### src/rtl/edmt_pkg.sv
// shared types and constants of the egg drop minimum trials block
`default_nettype none
package edmt_pkg;

  // default limits
  localparam int MAX_EGGS_DEF   = 8;
  localparam int MAX_FLOORS_DEF = 255;

  // field widths
  localparam int EGGS_W   = 4;
  localparam int FLOORS_W = 8;
  localparam int TRIALS_W = 8;

  // controller states
  typedef enum logic [3:0] {
    ST_IDLE,
    ST_ROW1,
    ST_NEXT_ROW,
    ST_INIT0,
    ST_INIT1,
    ST_SCAN,
    ST_DRAIN,
    ST_COL_WR,
    ST_FINAL_RD,
    ST_FINAL_WAIT
  } edmt_state_t;

  // commands from controller to datapath
  typedef struct packed {
    logic load;
    logic row1_wr;
    logic row_next;
    logic init0_wr;
    logic init1_wr;
    logic scan;
    logic col_wr;
    logic final_rd;
    logic capture;
  } edmt_cmd_t;

  // status from datapath to controller
  typedef struct packed {
    logic col_last;
    logic x_last;
    logic row_last;
    logic one_egg;
    logic k_zero;
    logic k_lt2;
  } edmt_status_t;

endpackage
`default_nettype wire

### src/rtl/edmt_ctrl.sv
// controller state machine sequencing rows, columns and the min scan
`default_nettype none
module edmt_ctrl (
  input  wire                          clk,
  input  wire                          rst_n,
  input  wire                          start,
  input  wire  edmt_pkg::edmt_status_t status,
  output edmt_pkg::edmt_cmd_t          cmd,
  output logic                         busy,
  output logic                         out_strobe
);

  edmt_pkg::edmt_state_t state_r, state_nxt;
  logic                  strobe_r;

  // state register and result strobe
  always_ff @(posedge clk) begin
    if (!rst_n) begin
      state_r  <= edmt_pkg::ST_IDLE;
      strobe_r <= 1'b0;
    end else begin
      state_r  <= state_nxt;
      strobe_r <= (state_r == edmt_pkg::ST_FINAL_WAIT);
    end
  end

  // next state
  always_comb begin
    state_nxt = state_r;
    unique case (state_r)
      edmt_pkg::ST_IDLE: begin
        if (start) state_nxt = edmt_pkg::ST_ROW1;
      end
      edmt_pkg::ST_ROW1: begin
        if (status.col_last) begin
          state_nxt = status.one_egg ? edmt_pkg::ST_FINAL_RD : edmt_pkg::ST_NEXT_ROW;
        end
      end
      edmt_pkg::ST_NEXT_ROW: begin
        state_nxt = edmt_pkg::ST_INIT0;
      end
      edmt_pkg::ST_INIT0: begin
        if (status.k_zero) begin
          state_nxt = status.row_last ? edmt_pkg::ST_FINAL_RD : edmt_pkg::ST_NEXT_ROW;
        end else begin
          state_nxt = edmt_pkg::ST_INIT1;
        end
      end
      edmt_pkg::ST_INIT1: begin
        if (status.k_lt2) begin
          state_nxt = status.row_last ? edmt_pkg::ST_FINAL_RD : edmt_pkg::ST_NEXT_ROW;
        end else begin
          state_nxt = edmt_pkg::ST_SCAN;
        end
      end
      edmt_pkg::ST_SCAN: begin
        if (status.x_last) state_nxt = edmt_pkg::ST_DRAIN;
      end
      edmt_pkg::ST_DRAIN: begin
        state_nxt = edmt_pkg::ST_COL_WR;
      end
      edmt_pkg::ST_COL_WR: begin
        if (status.col_last) begin
          state_nxt = status.row_last ? edmt_pkg::ST_FINAL_RD : edmt_pkg::ST_NEXT_ROW;
        end else begin
          state_nxt = edmt_pkg::ST_SCAN;
        end
      end
      edmt_pkg::ST_FINAL_RD: begin
        state_nxt = edmt_pkg::ST_FINAL_WAIT;
      end
      edmt_pkg::ST_FINAL_WAIT: begin
        state_nxt = edmt_pkg::ST_IDLE;
      end
      default: begin
        state_nxt = edmt_pkg::ST_IDLE;
      end
    endcase
  end

  // datapath commands
  always_comb begin
    cmd = '0;
    unique case (state_r)
      edmt_pkg::ST_IDLE:       cmd.load     = start;
      edmt_pkg::ST_ROW1:       cmd.row1_wr  = 1'b1;
      edmt_pkg::ST_NEXT_ROW:   cmd.row_next = 1'b1;
      edmt_pkg::ST_INIT0:      cmd.init0_wr = 1'b1;
      edmt_pkg::ST_INIT1:      cmd.init1_wr = 1'b1;
      edmt_pkg::ST_SCAN:       cmd.scan     = 1'b1;
      edmt_pkg::ST_DRAIN:      cmd          = '0;
      edmt_pkg::ST_COL_WR:     cmd.col_wr   = 1'b1;
      edmt_pkg::ST_FINAL_RD:   cmd.final_rd = 1'b1;
      edmt_pkg::ST_FINAL_WAIT: cmd.capture  = 1'b1;
      default:                 cmd          = '0;
    endcase
  end

  assign busy       = (state_r != edmt_pkg::ST_IDLE);
  assign out_strobe = strobe_r;

endmodule
`default_nettype wire

### config.mk
export PLATFORM = sky130hd
export DESIGN_NAME = edmt_ctrl
export DESIGN_NICKNAME = d
export VERILOG_FILES = /design/src/rtl/edmt_pkg.sv /design/src/rtl/edmt_ctrl.sv
export SDC_FILE = /design/constraint.sdc
export NUM_CORES = 1
export LEC_CHECK = 0
export BUFFER_PORTS_ARGS = -buffer_cell sky130_fd_sc_hd__buf_2
export CAP_MARGIN = 20
export CORE_AREA = 2 2 39 41
export DETAILED_ROUTE_END_ITERATION = 12
export DIE_AREA = 0 0 41 43
export GPL_TIMING_DRIVEN = 0
export PLACE_DENSITY_LB_ADDON = 0.15
export SETUP_SLACK_MARGIN = 0.2
export SYNTH_ARGS = -nofsm -noshare
export SYNTH_HDL_FRONTEND = slang
export SYNTH_SLANG_ARGS = --single-unit
### constraint.sdc
create_clock -name clk -period 3.6 [get_ports clk]
set_clock_uncertainty 0.15 [all_clocks]
set_input_delay 0.9 -clock clk [delete_from_list [all_inputs] [get_ports clk]]
set_output_delay 0.9 -clock clk [all_outputs]
set_load 0.01 [all_outputs]
Yosys cells after proc, flatten, opt, wreduce, memory -nomap -nowiden:

Index checks and enable logic that the tools add are counted.

* output and inout port bits: 11
* word-level logic and storage cells: 35
* bits in registers: 5

* eq/ne operators: 12
* multiplexer cells: 18
* reduce and logical (&&, ||, !) cells: 3

Operator list (number)
* one-hot mux 4 bit (9 select lines): 1
* two-way mux 4 bit: 8
* equality test 4 x 3 -> 1 bit (second input constant): 4
* two-way mux 1 bit: 9
* equality test 4 x 2 -> 1 bit (second input constant): 2
* equality test 4 bit (second input constant): 2
* inequality test 2 bit (second input constant): 3
* equality test 4 x 1 -> 1 bit (second input constant): 1
* logical NOT 4 bit: 1
* nonzero test 4 bit: 1
* AND reduction 3 bit: 1

Logic depth before layout (Yosys ltp):

* word-level depth: 3
* mapped depth: 5

Worst setup path after synthesis:

No wires, ideal clock.

* path type: reg-to-output
* start: reg state_r[0]
* end: out cmd[8] (netlist bit)
* path slack: 1.446 ns
* required time: 2.550 ns
* arrival time: 1.104 ns
* cell stages (with the launch flop): 5
* cells stage by stage: dfxtp_1 -> buf_4 -> nor3_1 -> nand2b_1 -> nor2_1

RTL lines
* start: declaration: line edmt_ctrl.sv:13 `edmt_pkg::edmt_state_t state_r, state_nxt;`
* start signal: assignment: line edmt_ctrl.sv:19 `state_r <= edmt_pkg::ST_IDLE;`
* start signal: assignment: line edmt_ctrl.sv:22 `state_r <= state_nxt;`
* end: declaration: line edmt_ctrl.sv:8 `output edmt_pkg::edmt_cmd_t cmd,`

==> metrics.txt <==
status=complete, no violations; synth warn=0; fin area=538.0 um^2; Reg clk slew, reported paths=40 ps; slowest CP cell=dfxtp_1; Vias=452; Slew Limit Fails=0; Reg2Reg Setup Slack=1990 ps; maximum VDD drop=0.0001327 V; Fill cells=170; Worst Path Max Fanout=10; total overflow reported by the global router=0; Tcrit/Tclk final=67.72%; Via-to-Cell Ratio=4.809; Worst Hold End=state_r[3]; crit path kind=flip-flop to output port; Compound-Gate Fraction of Synth Area=16.09%; xor-xnor portion of the synthesized cell area=0%; Final HPWL DP=775 um; RR Startpoint=state_r[0]; GP Congestion=0.7303; cell area power density=377.5 mW/mm^2; vias in the first global route=398; Clock Sinks=5; Avg Inst Size Synth=7.211 um^2; WP data required=2550 ps; register area share after synthesis=25.24%; I/O Buffers=19; CTS root buf=clkbuf_4; Post-layout nets=88; Main synth FF type=dfxtp_1; internal power=135.8 uW; area of the mapped netlist=396.6 um^2; post-CTS setup repair buffer count=0; Sequential Power Share=31.6%; multi-input combinational cell area=260.3 um^2; Synth Instances=55; Area contributors post-synth=dfxtp_1 25%, nor3_1 8.8%, nand2b_1 6.3%, mux2i_1 5.0%, nor2_1 4.7%; Worst Reg-to-Reg Cells=5; Worst-Margin Slew=383.9 ps; Total Power=203.1 uW; synth unique cells=26; Post-synth ARST share=0%; Initial Utilization=28.66%; CTS tree=built; critical path launch point type=flip-flop; Synth top area share=25.24%; sequence of cells on the critical path=buf_2, nand2b_1, nor3b_1, buf_2; FF+latch area=100.1 um^2; wire per inst=10.61 um; full die area=0.001763 mm^2; Post-CTS Hold Buffers=0; Clk pwr share=30.7%; cts bufs inserted=3; Finished Core Util=38.88%; Placed Area=511.7 um^2; Non-Filler Instances=94; die width=41 um; Die H=43 um; Synth Area in Simple Gates=41.64%; Net Count, Synth=64; GRT Total Usage=12.65%; largest net degree at the start of global routing=11; Critical Path End Type=output port; Setup TNS Final=0 ps; worst skew pair latency=240 ps; Synth Register Bits=5; endpoints failing setup=0; Worst slew margin=74.40%; # IOs=20; drt pass-1 iters=4; Area Overhead vs Synth=35.65%; post-synthesis mux area share=7.886%; H-tree depth=1; R2R Path End=state_r[1]; Detailed Route Iter0 Violations=14; Final ANT Viol Nets=0; Total Wirelength=997 um; Sw Pwr=67.31 uW; number of instances in the placed design=90; WHS Path Cells=2; RSZ-0062 raised after global routing=false; initial antenna violation count=0; post-cts sizing count=0; worst hold start=state_r[3]; EDFF count, synth=0; f_max=410.2 MHz; Post-route DRC=0; Core Region=0.001384 mm^2; Crit path top cell by count=buf_2; Synth Area in Adders=0%; Sw Ratio=33.14%; layout cell share with drive strength beyond 1=33.33%; std cell rows=14; Lkg Pwr=0.0002642 uW; largest family of logic cells by synthesized area=simple AND/OR/NAND/NOR gates; Largest stage delay, worst path=310 ps; WP data arrival=1390 ps; combinational power share=37.7%; Min-Delay Path Class=flip-flop to flip-flop; Fin. Hold Viols=0; diode count=0; first-pass GRT wire length=1545 um; worst-case clock buffer depth=2; minimum clock period=2438 ps; max-cap violations=0; biggest area consumer among synthesized cells=dfxtp_1
[how the worst max path moves through the flow]
stage                from  endpoint  slack [ps]
2_1_floorplan  state_r[0]    cmd[8]        1450
6_report       state_r[1]    cmd[0]        1160
3_3_place_gp        start    cmd[8]        1330
5_1_grt        state_r[1]    cmd[0]        1050
3_5_place_dp        start    cmd[8]        1320
4_1_cts        state_r[1]    cmd[0]        1120
[cell families after synthesis]
group | count (synthesis)
AO/OA/AOI/OAI | 10
buffers and inverters | 8
flip-flops | 5
multiplexers | 3
AND/OR/NAND/NOR | 29
[synthesized netlist by cell type (2+ instances only)]
library cell and n:
nand2_1 3, nor2_1 5, inv_1 4, nor3_1 7, o21ai_0 3, a21oi_1 3, nand2b_1 4, dfxtp_1 5
mux2i_1 2, buf_2 2, and2_1 2
[through the flow]
step / hold slack (ps) / worst slack [ps]
3_3_place_gp: 469.3 / 1326
4_1_cts: 468.9 / 1124
3_5_place_dp: 457.3 / 1320
5_1_grt: 492.1 / 1046
6_report: 470.6 / 1162
2_1_floorplan: 396.6 / 1446
[placed cells by master (no fill, tap or decap), drive strengths merged, types with 2 or more instances in the layout]
cell type and instances:
buf 22, dfxtp 5, clkbuf 5, mux2i 2, nand2b 4, nor2 5
a21oi 3, o21ai 3, and2 2, nand2 3, inv 4, nor3 7
[cell type report]
cell class / count / area share (%)
Multi-Input combinational cell: 42 / 48.37
Sequential cell: 5 / 18.60
Clock buffer: 4 / 4.884
Buffer: 4 / 3.953
Inverter: 4 / 2.791
Timing Repair Buffer: 19 / 17.67
Tap cell: 16 / 3.721
[state kept, by name (all words and copies together) (netlist names)]
register and cells:
state_r 4, out_strobe 1
[layer usage]
metal	up-vias	part of all wire [%]	GRT usage, %
met1	199	47	16.08
met4	0	0	2.000
li1	239	-	-
met3	0	5.1	4.712
met2	14	48	20.00
met5	-	0	0
[power groups by stage]
stage	clock network [uW]	logic (uW)	registers [uW]
after floorplan	0	52.3	64.3
after global placement	0	77.0	65.2
after detailed placement	0	77.4	65.1
after CTS	65.9	77.9	64.2
after global routing	68.5	85.8	64.8
final	62.3	76.6	64.2
[critical path, delay by kind of cell (launching register included)]
family | cells | cell delay (ps)
buf+inv | 2 | 340
simple gates | 2 | 500
flops | 1 | 310
Note: power is estimated with default switching activity, not from simulation.
